===== src/rtl/core/rci_pkg.sv =====
// Package with shared widths, codes and defaults of the radius calibration interpolator.
`default_nettype none
package rci_pkg;

  localparam int VAL_W          = 16;
  localparam int KIND_W         = 2;
  localparam int INDEX_W        = 6;
  localparam int FRAC_BITS      = 15;
  localparam int ONE            = 1 << FRAC_BITS;
  localparam int MUL_W          = 16;
  localparam int N_SEGMENTS_DEF = 12;

  typedef logic [KIND_W-1:0] kind_t;

  localparam kind_t KIND_LOAD = 2'd0;
  localparam kind_t KIND_FWD  = 2'd1;
  localparam kind_t KIND_INV  = 2'd2;

endpackage
`default_nettype wire


===== src/rtl/core/rci_ram.sv =====
// Generic single-write, single-read RAM with registered read data.
`default_nettype none
module rci_ram #(
  parameter int WIDTH = 16,
  parameter int DEPTH = 13,
  parameter int AW    = $clog2(DEPTH)
) (
  input  wire logic             clk,
  input  wire logic             we,
  input  wire logic [AW-1:0]    waddr,
  input  wire logic [WIDTH-1:0] wdata,
  input  wire logic [AW-1:0]    raddr,
  output logic      [WIDTH-1:0] rdata
);

  logic [WIDTH-1:0] mem [DEPTH];

  always_ff @(posedge clk) begin
    if (we) begin
      mem[waddr] <= wdata;
    end
    rdata <= mem[raddr];
  end

endmodule
`default_nettype wire


===== src/rtl/core/rci_table.sv =====
// Calibration table: RAM with per-entry valid bits that fall back to the reset ramp.
`default_nettype none
module rci_table #(
  parameter int N_SEGMENTS = rci_pkg::N_SEGMENTS_DEF,
  parameter int DEPTH      = N_SEGMENTS + 1,
  parameter int AW         = $clog2(DEPTH)
) (
  input  wire logic                     clk,
  input  wire logic                     rst_n,
  input  wire logic                     we,
  input  wire logic [AW-1:0]            waddr,
  input  wire logic [rci_pkg::VAL_W-1:0] wdata,
  input  wire logic [AW-1:0]            raddr,
  output logic      [rci_pkg::VAL_W-1:0] rdata,
  input  wire logic [AW-1:0]            ramp_addr,
  output logic      [rci_pkg::VAL_W-1:0] ramp_data
);
  import rci_pkg::*;

  logic [DEPTH-1:0] vld_r;
  logic             rd_vld_r;
  logic [AW-1:0]    raddr_r;
  logic [VAL_W-1:0] ram_q;
  logic [VAL_W-1:0] ramp_tab [DEPTH];

  // Reset contents: entry i is i/N rounded half up.
  for (genvar g = 0; g < DEPTH; g++) begin : g_ramp
    assign ramp_tab[g] = VAL_W'((g * ONE + N_SEGMENTS / 2) / N_SEGMENTS);
  end

  rci_ram #(
    .WIDTH (VAL_W),
    .DEPTH (DEPTH),
    .AW    (AW)
  ) u_ram (
    .clk   (clk),
    .we    (we),
    .waddr (waddr),
    .wdata (wdata),
    .raddr (raddr),
    .rdata (ram_q)
  );

  always_ff @(posedge clk) begin
    if (!rst_n) begin
      vld_r    <= '0;
      rd_vld_r <= 1'b0;
    end else begin
      if (we) begin
        vld_r[waddr] <= 1'b1;
      end
      rd_vld_r <= vld_r[raddr];
    end
    raddr_r <= raddr;
  end

  assign rdata     = rd_vld_r ? ram_q : ramp_tab[raddr_r];
  assign ramp_data = ramp_tab[ramp_addr];

endmodule
`default_nettype wire


===== src/rtl/core/rci_mul.sv =====
// Shared unsigned multiplier with a registered product.
`default_nettype none
module rci_mul (
  input  wire logic                       clk,
  input  wire logic [rci_pkg::MUL_W-1:0]   a,
  input  wire logic [rci_pkg::MUL_W-1:0]   b,
  output logic      [2*rci_pkg::MUL_W-1:0] p_r
);
  import rci_pkg::*;

  always_ff @(posedge clk) begin
    p_r <= a * b;
  end

endmodule
`default_nettype wire


===== src/rtl/core/radius_calibration_interpolator.sv =====
// Top level: sequencer and datapath of the radius calibration interpolator.
// Load items never raise busy. A forward item runs through S_F_MUL, S_F_SEG, S_F_RDLO,
// S_F_RDHI, S_F_M1 and S_F_M2 (it ends in S_F_SEG for a radius above 1.0); an inverse item
// runs S_I_RD0, S_I_CHK0, a search in S_I_SRCH (one table read a cycle), S_I_SEG, S_I_MA,
// S_I_MB and a 16-step divider, and ends early below entry 0, above every entry, or on a flat segment.
// busy stays high until the result cycle; rst_n (synchronous) restores the ramp via valid bits.
`default_nettype none
module radius_calibration_interpolator #(
  parameter int N_SEGMENTS = rci_pkg::N_SEGMENTS_DEF
) (
  input  wire logic                       clk,
  input  wire logic                       rst_n,
  input  wire logic                       start,
  output logic                            busy,
  input  wire logic [rci_pkg::KIND_W-1:0]  in_kind,
  input  wire logic [rci_pkg::INDEX_W-1:0] in_index,
  input  wire logic [rci_pkg::VAL_W-1:0]   in_value,
  output logic                            out_valid,
  output logic      [rci_pkg::VAL_W-1:0]   out_result,
  output logic                            out_saturated
);
  import rci_pkg::*;

  localparam int DEPTH = N_SEGMENTS + 1;
  localparam int AW    = $clog2(DEPTH);
  localparam int PW    = VAL_W + AW;
  localparam int DIVW  = VAL_W + AW;
  localparam int QW    = VAL_W;
  localparam int DW    = DIVW + FRAC_BITS + 1;
  localparam int RW    = DW - QW;
  localparam int ACCW  = 2 * VAL_W + 1;
  localparam int RESW  = ACCW - FRAC_BITS;
  localparam int CW    = $clog2(QW + 1);

  typedef enum logic [3:0] {
    S_IDLE, S_F_MUL, S_F_SEG, S_F_RDLO, S_F_RDHI, S_F_M1, S_F_M2,
    S_I_RD0, S_I_CHK0, S_I_SRCH, S_I_SEG, S_I_MA, S_I_MB, S_I_DIV
  } state_t;

  state_t            state_r, state_nxt;
  logic [VAL_W-1:0]  r_r, r_nxt;
  logic [AW-1:0]     seg_r, seg_nxt;
  logic [VAL_W-1:0]  d_r, d_nxt;
  logic [VAL_W-1:0]  lo_r, lo_nxt;
  logic [VAL_W-1:0]  hi_r, hi_nxt;
  logic [VAL_W-1:0]  den_r, den_nxt;
  logic [ACCW-1:0]   acc_r, acc_nxt;
  logic [DIVW-1:0]   a_r, a_nxt;
  logic [DIVW-1:0]   div_r, div_nxt;
  logic [RW-1:0]     rem_r, rem_nxt;
  logic [QW-1:0]     dq_r, dq_nxt;
  logic [CW-1:0]     cnt_r, cnt_nxt;
  logic              out_valid_r, out_valid_nxt;
  logic [VAL_W-1:0]  out_result_r, out_result_nxt;
  logic              out_sat_r, out_sat_nxt;

  logic              accept;
  logic              tbl_we;
  logic [AW-1:0]     tbl_raddr;
  logic [VAL_W-1:0]  tbl_rdata;
  logic [AW-1:0]     ramp_addr;
  logic [VAL_W-1:0]  ramp_data;
  logic [MUL_W-1:0]  mul_a, mul_b;
  logic [2*MUL_W-1:0] prod_r;

  logic [PW-1:0]        p_val;
  logic [PW-FRAC_BITS-1:0] p_whole;
  logic [FRAC_BITS-1:0] p_frac;
  logic [AW-1:0]        seg_calc;
  logic [ACCW-1:0]      acc_sub;
  logic [RESW-1:0]      fwd_res;
  logic [DW-1:0]        dvd;
  logic [DW-1:0]        dvd_sum;
  logic [RW:0]          rem_sh;
  logic                 q_bit;

  assign busy   = (state_r != S_IDLE);
  assign accept = start && !busy;
  assign tbl_we = accept && (in_kind == KIND_LOAD) && (in_index < INDEX_W'(DEPTH));

  rci_table #(
    .N_SEGMENTS (N_SEGMENTS),
    .DEPTH      (DEPTH),
    .AW         (AW)
  ) u_table (
    .clk       (clk),
    .rst_n     (rst_n),
    .we        (tbl_we),
    .waddr     (in_index[AW-1:0]),
    .wdata     (in_value),
    .raddr     (tbl_raddr),
    .rdata     (tbl_rdata),
    .ramp_addr (ramp_addr),
    .ramp_data (ramp_data)
  );

  rci_mul u_mul (
    .clk (clk),
    .a   (mul_a),
    .b   (mul_b),
    .p_r (prod_r)
  );

  // Segment of a forward radius: p = r*N, segment = ceil(p/ONE) but at least one,
  // and the offset inside the segment is the fraction, or ONE on an exact breakpoint above zero (0 at p = 0).
  assign p_val   = prod_r[PW-1:0];
  assign p_whole = p_val[PW-1:FRAC_BITS];
  assign p_frac  = p_val[FRAC_BITS-1:0];

  always_comb begin
    if (p_frac != '0) begin
      seg_calc = AW'(p_whole) + AW'(1);
    end else if (p_whole == '0) begin
      seg_calc = AW'(1);
    end else begin
      seg_calc = AW'(p_whole);
    end
  end

  assign acc_sub = acc_r - ACCW'(prod_r);
  assign fwd_res = acc_sub[ACCW-1:FRAC_BITS];
  assign dvd     = {a_r, {FRAC_BITS{1'b0}}, 1'b0} >> 1;
  assign dvd_sum = dvd + DW'(prod_r[DIVW-1:1]);
  assign rem_sh  = {rem_r, dq_r[QW-1]};
  assign q_bit   = (rem_sh >= {1'b0, div_r});

  always_comb begin
    state_nxt      = state_r;
    r_nxt          = r_r;
    seg_nxt        = seg_r;
    d_nxt          = d_r;
    lo_nxt         = lo_r;
    hi_nxt         = hi_r;
    den_nxt        = den_r;
    acc_nxt        = acc_r;
    a_nxt          = a_r;
    div_nxt        = div_r;
    rem_nxt        = rem_r;
    dq_nxt         = dq_r;
    cnt_nxt        = cnt_r;
    out_valid_nxt  = 1'b0;
    out_result_nxt = out_result_r;
    out_sat_nxt    = out_sat_r;
    tbl_raddr      = '0;
    ramp_addr      = '0;
    mul_a          = '0;
    mul_b          = '0;

    unique case (state_r)
      S_IDLE: begin
        if (accept) begin
          r_nxt = in_value;
          if (in_kind == KIND_FWD) begin
            state_nxt = S_F_MUL;
          end else if (in_kind == KIND_INV) begin
            state_nxt = S_I_RD0;
          end
        end
      end
      S_F_MUL: begin
        mul_a     = r_r;
        mul_b     = MUL_W'(N_SEGMENTS);
        state_nxt = S_F_SEG;
      end
      S_F_SEG: begin
        if (p_val > PW'(N_SEGMENTS * ONE)) begin
          out_valid_nxt  = 1'b1;
          out_result_nxt = VAL_W'(ONE);
          out_sat_nxt    = 1'b1;
          state_nxt      = S_IDLE;
        end else begin
          seg_nxt   = seg_calc;
          d_nxt     = (p_frac != '0) ? VAL_W'(p_frac) :
                      ((p_whole == '0) ? '0 : VAL_W'(ONE));
          tbl_raddr = seg_calc - AW'(1);
          state_nxt = S_F_RDLO;
        end
      end
      S_F_RDLO: begin
        lo_nxt    = tbl_rdata;
        tbl_raddr = seg_r;
        state_nxt = S_F_RDHI;
      end
      S_F_RDHI: begin
        hi_nxt    = tbl_rdata;
        mul_a     = d_r;
        mul_b     = tbl_rdata;
        state_nxt = S_F_M1;
      end
      S_F_M1: begin
        // lo*ONE + d*hi - d*lo equals (ONE-d)*lo + d*hi and never goes negative.
        acc_nxt   = (ACCW'(lo_r) << FRAC_BITS) + ACCW'(prod_r) + ACCW'(ONE / 2);
        mul_a     = d_r;
        mul_b     = lo_r;
        state_nxt = S_F_M2;
      end
      S_F_M2: begin
        acc_nxt       = acc_sub;
        out_valid_nxt = 1'b1;
        if (fwd_res > RESW'(ONE)) begin
          out_result_nxt = VAL_W'(ONE);
          out_sat_nxt    = 1'b1;
        end else begin
          out_result_nxt = fwd_res[VAL_W-1:0];
          out_sat_nxt    = 1'b0;
        end
        state_nxt = S_IDLE;
      end
      S_I_RD0: begin
        tbl_raddr = '0;
        state_nxt = S_I_CHK0;
      end
      S_I_CHK0: begin
        if (r_r < tbl_rdata) begin
          out_valid_nxt  = 1'b1;
          out_result_nxt = '0;
          out_sat_nxt    = 1'b1;
          state_nxt      = S_IDLE;
        end else begin
          lo_nxt    = tbl_rdata;
          seg_nxt   = AW'(1);
          tbl_raddr = AW'(1);
          state_nxt = S_I_SRCH;
        end
      end
      S_I_SRCH: begin
        if (r_r <= tbl_rdata) begin
          hi_nxt    = tbl_rdata;
          state_nxt = S_I_SEG;
        end else if (seg_r == AW'(N_SEGMENTS)) begin
          out_valid_nxt  = 1'b1;
          out_result_nxt = VAL_W'(ONE);
          out_sat_nxt    = 1'b1;
          state_nxt      = S_IDLE;
        end else begin
          lo_nxt    = tbl_rdata;
          seg_nxt   = seg_r + AW'(1);
          tbl_raddr = seg_r + AW'(1);
        end
      end
      S_I_SEG: begin
        ramp_addr = seg_r - AW'(1);
        if (hi_r <= lo_r || r_r < lo_r) begin
          // A flat or falling segment maps to its lower breakpoint.
          out_valid_nxt  = 1'b1;
          out_result_nxt = ramp_data;
          out_sat_nxt    = 1'b0;
          state_nxt      = S_IDLE;
        end else begin
          den_nxt   = hi_r - lo_r;
          mul_a     = MUL_W'(seg_r - AW'(1));
          mul_b     = hi_r - lo_r;
          state_nxt = S_I_MA;
        end
      end
      S_I_MA: begin
        a_nxt     = DIVW'(prod_r) + DIVW'(r_r - lo_r);
        mul_a     = MUL_W'(N_SEGMENTS);
        mul_b     = den_r;
        state_nxt = S_I_MB;
      end
      S_I_MB: begin
        // Dividend a*ONE + div/2; the quotient fits in QW bits, so its top part
        // already lies below the divisor.
        div_nxt   = prod_r[DIVW-1:0];
        rem_nxt   = dvd_sum[DW-1:QW];
        dq_nxt    = dvd_sum[QW-1:0];
        cnt_nxt   = CW'(QW);
        state_nxt = S_I_DIV;
      end
      S_I_DIV: begin
        rem_nxt = q_bit ? RW'(rem_sh - {1'b0, div_r}) : rem_sh[RW-1:0];
        dq_nxt  = {dq_r[QW-2:0], q_bit};
        cnt_nxt = cnt_r - CW'(1);
        if (cnt_r == CW'(1)) begin
          out_valid_nxt = 1'b1;
          if ({dq_r[QW-2:0], q_bit} > QW'(ONE)) begin
            out_result_nxt = VAL_W'(ONE);
            out_sat_nxt    = 1'b1;
          end else begin
            out_result_nxt = {dq_r[QW-2:0], q_bit};
            out_sat_nxt    = 1'b0;
          end
          state_nxt = S_IDLE;
        end
      end
      default: begin
        state_nxt = S_IDLE;
      end
    endcase
  end

  always_ff @(posedge clk) begin
    if (!rst_n) begin
      state_r     <= S_IDLE;
      out_valid_r <= 1'b0;
    end else begin
      state_r     <= state_nxt;
      out_valid_r <= out_valid_nxt;
    end
    r_r          <= r_nxt;
    seg_r        <= seg_nxt;
    d_r          <= d_nxt;
    lo_r         <= lo_nxt;
    hi_r         <= hi_nxt;
    den_r        <= den_nxt;
    acc_r        <= acc_nxt;
    a_r          <= a_nxt;
    div_r        <= div_nxt;
    rem_r        <= rem_nxt;
    dq_r         <= dq_nxt;
    cnt_r        <= cnt_nxt;
    out_result_r <= out_result_nxt;
    out_sat_r    <= out_sat_nxt;
  end

  assign out_valid     = out_valid_r;
  assign out_result    = out_result_r;
  assign out_saturated = out_sat_r;

endmodule
`default_nettype wire


===== config.mk =====
export PLATFORM = sky130hd
export DESIGN_NAME = radius_calibration_interpolator
export DESIGN_NICKNAME = d
export VERILOG_FILES = /design/src/rtl/core/rci_pkg.sv /design/src/rtl/core/rci_ram.sv /design/src/rtl/core/rci_table.sv /design/src/rtl/core/rci_mul.sv /design/src/rtl/core/radius_calibration_interpolator.sv
export SDC_FILE = /design/constraint.sdc
export NUM_CORES = 2
export LEC_CHECK = 0
export CAP_MARGIN = 20
export CORE_MARGIN = 2
export CORE_UTILIZATION = 60
export CTS_BUF_LIST = sky130_fd_sc_hd__clkbuf_8
export CTS_CLUSTER_SIZE = 12
export DETAILED_ROUTE_END_ITERATION = 8
export DONT_BUFFER_PORTS = 1
export GPL_TIMING_DRIVEN = 0
export HOLD_SLACK_MARGIN = 0.02
export PLACE_DENSITY = 0.77
export SLEW_MARGIN = 0
export SYNTH_ARGS = -nofsm -noshare
export SYNTH_HDL_FRONTEND = slang
export SYNTH_HIERARCHICAL = 1
export SYNTH_SLANG_ARGS = --single-unit

===== constraint.sdc =====
create_clock -name clk -period 16.2 [get_ports clk]
set_input_delay 1.62 -clock clk [delete_from_list [all_inputs] [get_ports clk]]
set_output_delay 1.62 -clock clk [all_outputs]
set_load 0.05 [all_outputs]

[Word level (Yosys, flattened, before mapping)]
Memories as Yosys holds them, arrays and structs flattened. A register that Yosys moved wholly into a read port is not among the register bits.
Index checks and enable logic that the tools add are counted.
Storage, ports and cells
  input port bits: 27
  flip-flop bits (word level): 270
  bits in writable memories: 208
  logic and storage cells: 190
  bits in read-only memories: 512
  memories: 3
Cells by class
  equal/unequal tests: 30
  $add $sub $neg: 14
  multiply operators: 1
  $lt $le $gt $ge: 14
  bitwise gates (word level): 5
  reductions and logical operators: 26
  muxes and demuxes: 76
Memories
  (name not given): depth 16, width 16, rd ports 1, clocked after Yosys merged registers in 0, wr ports 0, line rci_table.sv:57  | assign rdata = rd_vld_r ? ram_q : ramp_tab[raddr_r];
  (name not given): depth 16, width 16, rd ports 1, clocked after Yosys merged registers in 0, wr ports 0, line rci_table.sv:58  | assign ramp_data = ramp_tab[ramp_addr];
  u_table.u_ram.mem: depth 13, width 16, rd ports 1, clocked after Yosys merged registers in 1, wr ports 1, line rci_ram.sv:16  | logic [WIDTH-1:0] mem [DEPTH];
Operators with widths (number)
  two-way mux 16 bit: 20
  case mux 16 bit (6 select lines): 1
  case mux 16 bit (5 select lines): 1
  two-way mux 4 bit: 18
  case mux 33 bit (2 select lines): 1
  case mux 16 bit (2 select lines): 2
  case mux 16 bit (4 select lines): 1
  case mux 4 bit (13 select lines): 1
  case mux 16 bit (3 select lines): 1
  case mux 20 bit (2 select lines): 1
  adder 35 x 19 -> 36 bit: 1
  adder 31 x 32 -> 33 bit: 1
  adder 33 x 15 -> 33 bit, second input constant: 1
  subtractor 33 x 32 -> 33 bit: 1
  <= comparator 16 bit: 2
  < comparator 16 bit: 2
  multiplier 16 x 16 -> 32 bit: 1
  == test 4 bit, second input constant: 7
  != test 2 bit, second input constant: 11
  greater-or-equal comparator 21 x 20 -> 1 bit: 1
  adder 20 bit: 1
  greater-than comparator 20 x 19 -> 1 bit, second input constant: 1
  two-way mux 20 bit: 1
  subtractor 20 bit: 1
  47 further kinds: 87

[Logic depth before layout (Yosys ltp)]
  depth in word-level cells: 10
  gate-level depth with buffers: 40

[Cells and area by module]
The synthesis kept the hierarchy.
Modules (own cells, without submodules)
  radius_calibration_interpolator: cells each 1656, instances 1, sequential area each 6556.3 um2, area an instance 16067.9 um2
  rci_mul: cells each 1017, instances 1, sequential area each 640.6 um2, area an instance 9146.3 um2
  rci_ram: cells each 361, instances 1, sequential area each 6566.3 um2, area an instance 8330.5 um2
  rci_table: cells each 161, instances 1, sequential area each 360.3 um2, area an instance 1260.0 um2

[Least setup slack after synthesis]
Ideal clock, no wire load.
  path type: register to register
  from: register lo_r[0]
  to: register u_mul/p_r[25] in the netlist's numbering
  setup time: 0.128 ns
  arrival: 8.393 ns
  cell stages (with the launch flop): 38
  period minus slack after synthesis: 8.521 ns
  buffers on the path: 3
  data required time: 16.072 ns
  slack: 7.679 ns
  cell sequence: edfxtp_1 > ha_1 > inv_1 > fa_1 > a21o_1 > a21oi_1 > o21bai_1 > a21oi_1 > o211a_1 > o31ai_1 > nor3_1 > a211o_1 > or2_1 > buf_2 > inv_2 > buf_2 > a221o_1 > clkbuf_1 > [... 2 more ...] > inv_1 > fa_1 > inv_1 > fa_1 > inv_1 > fa_1 > fa_1 > inv_1 > fa_1 > inv_1 > ha_1 > and3_1 > and4_1 > nand4_1 > nand4_1 > a311oi_1 > o21ai_0 > xor2_1
On the way
  word-level cells in the longest chain between the ends: 5
  elaborated cells between the ends (all ways): 9
Ends and longest elaborated chain
  start, declared: line radius_calibration_interpolator.sv:44  | logic [VAL_W-1:0] lo_r, lo_nxt;
  start signal, assigned: line radius_calibration_interpolator.sv:304  | lo_r <= lo_nxt;
  <= comparator 16 bit / < comparator 16 bit (equally long branches): line radius_calibration_interpolator.sv:243  | if (hi_r <= lo_r || r_r < lo_r) begin
  logical OR 1 bit: line radius_calibration_interpolator.sv:243
  two-way mux 16 bit (*): line radius_calibration_interpolator.sv:243
  case mux 16 bit (5 select lines) (*): line radius_calibration_interpolator.sv:149  | unique case (state_r)
  named net mul_b[7]: line radius_calibration_interpolator.sv:63  | logic [MUL_W-1:0] mul_a, mul_b;
  multiplier 16 x 16 -> 32 bit (*): line rci_mul.sv:12  | p_r <= a * b;
  end signal, assigned: line rci_mul.sv:12
  end, declared: line rci_mul.sv:7  | output logic [2*rci_pkg::MUL_W-1:0] p_r
Mark *: on every way through the listed nets, which the timed path passes. The rest lies on a longest branch.
A chain may end at the register's enable or synchronous reset.

[Worst setup path after layout]
  from: register lo_r[0]
  to: register u_mul/p_r[18] in the netlist's numbering
On the way
  word-level cells in the longest chain between the ends: 5
  elaborated cells between the ends (all ways): 9
Ends and longest elaborated chain (line)
  <= comparator 16 bit / < comparator 16 bit (equally long branches): radius_calibration_interpolator.sv:243
  logical OR 1 bit (*): radius_calibration_interpolator.sv:243
  two-way mux 16 bit (*): radius_calibration_interpolator.sv:243
  case mux 16 bit (4 select lines) (*): radius_calibration_interpolator.sv:149
  named net mul_a[9]: radius_calibration_interpolator.sv:63
  multiplier 16 x 16 -> 32 bit (*): rci_mul.sv:12
Marks and branches as above.

==> metrics.txt <==
status completed; Num CTS Buffers 82; largest net degree at the start of global routing 31; first-pass GRT wire length 146000 um; Hold Crit Depth 1; Pins Over Slew Limit 0; P&R area growth vs syn 8.33%; hpwl dp 71700 um; initial antenna violation count 1; min-delay worst type reg -> reg; Worst Setup End Kind flop; RD Place Congestion 1.00; Finished Cell Area 37700 sq um; Setup TNS 0 ns; CP Launch Type flop; share of layout cells above drive strength 1 7.00%; Worst-Skew Late Latency 0.70 ns; slew margin rel. 26.6%; average vias per placed instance 6.25; Mapped Cells 3195; I/O pin cnt 46; number of synthesized flops with an enable pin 423; drt drc 0; drt total wl 94300 um; worst reg2reg path startpoint lo_r[0]; starting density of the core 60.6%; Core ar. 57500 sq um; YS warnings 6; worst slew pin tran 1.09 ns; r2r setup slk 5.23 ns; post-synthesis sequential area ratio 40.6%; first drt pass iteration count 6; clk sinks 494; input/output buffers 0; Hold Slack 0.456 ns; CP required 16.74 ns; Routed WL per cell 22.8 um; Hold Buf Count CTS 0; Mapped Avg Cell Area 10.9 sq um; Achievable Freq 0.0911 GHz; Yosys top cell by area edfxtp_1; CTS resizes 0; final worst-path cycle share 67.7%; Synth Flop Type edfxtp_1; Clock Tree Root clkbuf_8; Die X 245 um; nets 3792; CTS Buffer Depth 3; post-synth cell types 87; CP arrival 11.51 ns; Cell Area, Synth 34800 sq um; power per cell area 135 nW/um^2; post-synthesis async set-or-reset flop share 0%; die footprint 59900 sq um; post-synthesis net count 3685; Worst R2R End u_mul/p_r[18]; Die H 245 um; #FFs+latches synth 494; Max IR drop VDD 0.0000922 V; RSZ-0062 raised after global routing false; CTS tree done; postcts setup bufs 0; number of global-route vias before repair 26000; most common cell after layout, fill and taps aside edfxtp_1; critical path's slowest cell a2111oi_1; Final Skew 0.0402 ns; Overflow after GRT 0; CP most frequent cell fa_1; final hold vios 0; crit-path max FO 10; GRT Util Overall 31.8%; Final ANT Viol Nets 0; Final Setup Violations 0; vias 25800; Site Rows 88; PnR Total Power 5080 uW; cells on worst reg2reg path 34; CTS clk-pin slew, worst paths 0.06 ns; H-tree levels 3; crit path to u_mul/p_r[18]; Crit. Startpoint lo_r[0]; Worst path max stage delay 0.92 ns; placed cell area 36100 sq um; Tmin final 10.97 ns; top cell type's share of synthesized area 36.5%; most frequent cells in the layout edfxtp_1 (423), inv_1 (401), nand2_1 (307); Static Leak 0.0155 uW; 1st-iter DRT viols 2704; maxcap violations 0; CP Class reg -> reg; most area-consuming cells after synthesis edfxtp_1 (36%), fa_1 (12%), ha_1 (9.4%)
==> cell usage after synthesis, drive strengths merged (6+ instances only) <==
cell type / count
edfxtp: 423
inv: 366
nand2: 307
ha: 262
fa: 201
a21oi: 158
nor2: 157
o21ai: 144
and2: 140
clkbuf: 103
xnor2: 93
dfxtp: 71
a21o: 60
xor2: 56
mux4: 51
nor3: 43
mux2i: 37
nor2b: 37
buf: 33
o21a: 31
nand2b: 30
nand3: 30
a221o: 29
a31oi: 29
nand4: 29
o22ai: 21
and3: 19
o21bai: 19
o31ai: 17
a211oi: 15
o211ai: 14
or2: 14
a22o: 10
a22oi: 10
nand3b: 9
o221ai: 9
or3: 9
a21boi: 8
a311oi: 8
nor4: 8
a2111oi: 7
o31a: 7
o2111ai: 6
==> where the power goes <==
group / total [uW] / internal (uW) / switching, uW
clock: 1050 / 539 / 513
combinational: 2270 / 806 / 1460
sequential: 1760 / 1590 / 168
total: 5080 / 2940 / 2140
==> cell families (layout without fill, tap and decap cells) <==
group	Yosys count	after routing	synth area share [%]
buffers and inverters	502	678	5.71
adder cells (fa/ha/maj)	463	463	21.0
other	0	1	0
AND/OR/NAND/NOR	854	854	12.0
flip-flops	494	494	40.6
multiplexers	91	91	4.76
AO/OA/AOI/OAI	642	642	12.2
XOR/XNOR	149	149	3.75
==> flip-flops by register name, indices dropped and copies added, names as in the netlist, 5 cells and up <==
name	flops
den_r	16
acc_r	33
rem_r	20
u_table/u_ram/mem	208
lo_r	16
out_result	16
d_r	16
u_mul/p_r	32
r_r	16
dq_r	16
u_table/u_ram/rdata	16
div_r	20
u_table/vld_r	13
cnt_r	5
a_r	20
hi_r	16
==> worst max-delay path, delay by kind of cell, from the launching register on <==
family	cells	cell delay [ns]
AO/OA/AOI/OAI	12	3.28
XOR/XNOR	1	0.43
AND/OR/NAND/NOR	5	1.32
flip-flops	1	0.52
adder cells (fa/ha/maj)	9	3.90
buffers and inverters	7	1.37
==> through the flow <==
step	instances	setup slack (ns)	util, %
2_1_floorplan	3195	7.68	-
3_3_place_gp	3960	5.57	62.2
3_5_place_dp	3980	5.39	62.8
4_1_cts	4133	5.39	65.5
5_1_grt	4136	4.88	65.6
6_report	4137	5.23	65.6
==> routing by layer <==
metal / vias to the layer above / part of all wire, % / global-route usage (%)
li1: 11500 / - / -
met1: 12600 / 39 / 41.6
met2: 1421 / 45 / 50.1
met3: 318 / 9.3 / 6.20
met4: 0 / 5.9 / 17.3
met5: - / 0 / 0
==> worst min path at each step <==
| stage | from | to | slack [ns] |
|---|---|---|---|
| after global placement | u_table/vld_r[1] | u_table/vld_r[1] | 0.44 |
| after CTS | u_table/vld_r[1] | u_table/vld_r[1] | 0.46 |
| after floorplan | u_table/vld_r[12] | u_table/vld_r[12] | 0.43 |
| after global routing | u_table/vld_r[1] | u_table/vld_r[1] | 0.47 |
| final | u_table/vld_r[1] | u_table/vld_r[1] | 0.46 |
| after detailed placement | u_table/vld_r[1] | u_table/vld_r[1] | 0.45 |
==> final cells by class <==
class,count,area [sq um]
fillers,4382,19800
plain buffers,136,616
multi-input cells,2199,18800
inverters,366,1370
diodes,1,2.50
clock inverters,65,358
clock buffers,88,1210
flip-flops and latches,494,14100
repair buffers,23,293
well taps,765,957
(Power assumes the default switching activity.)
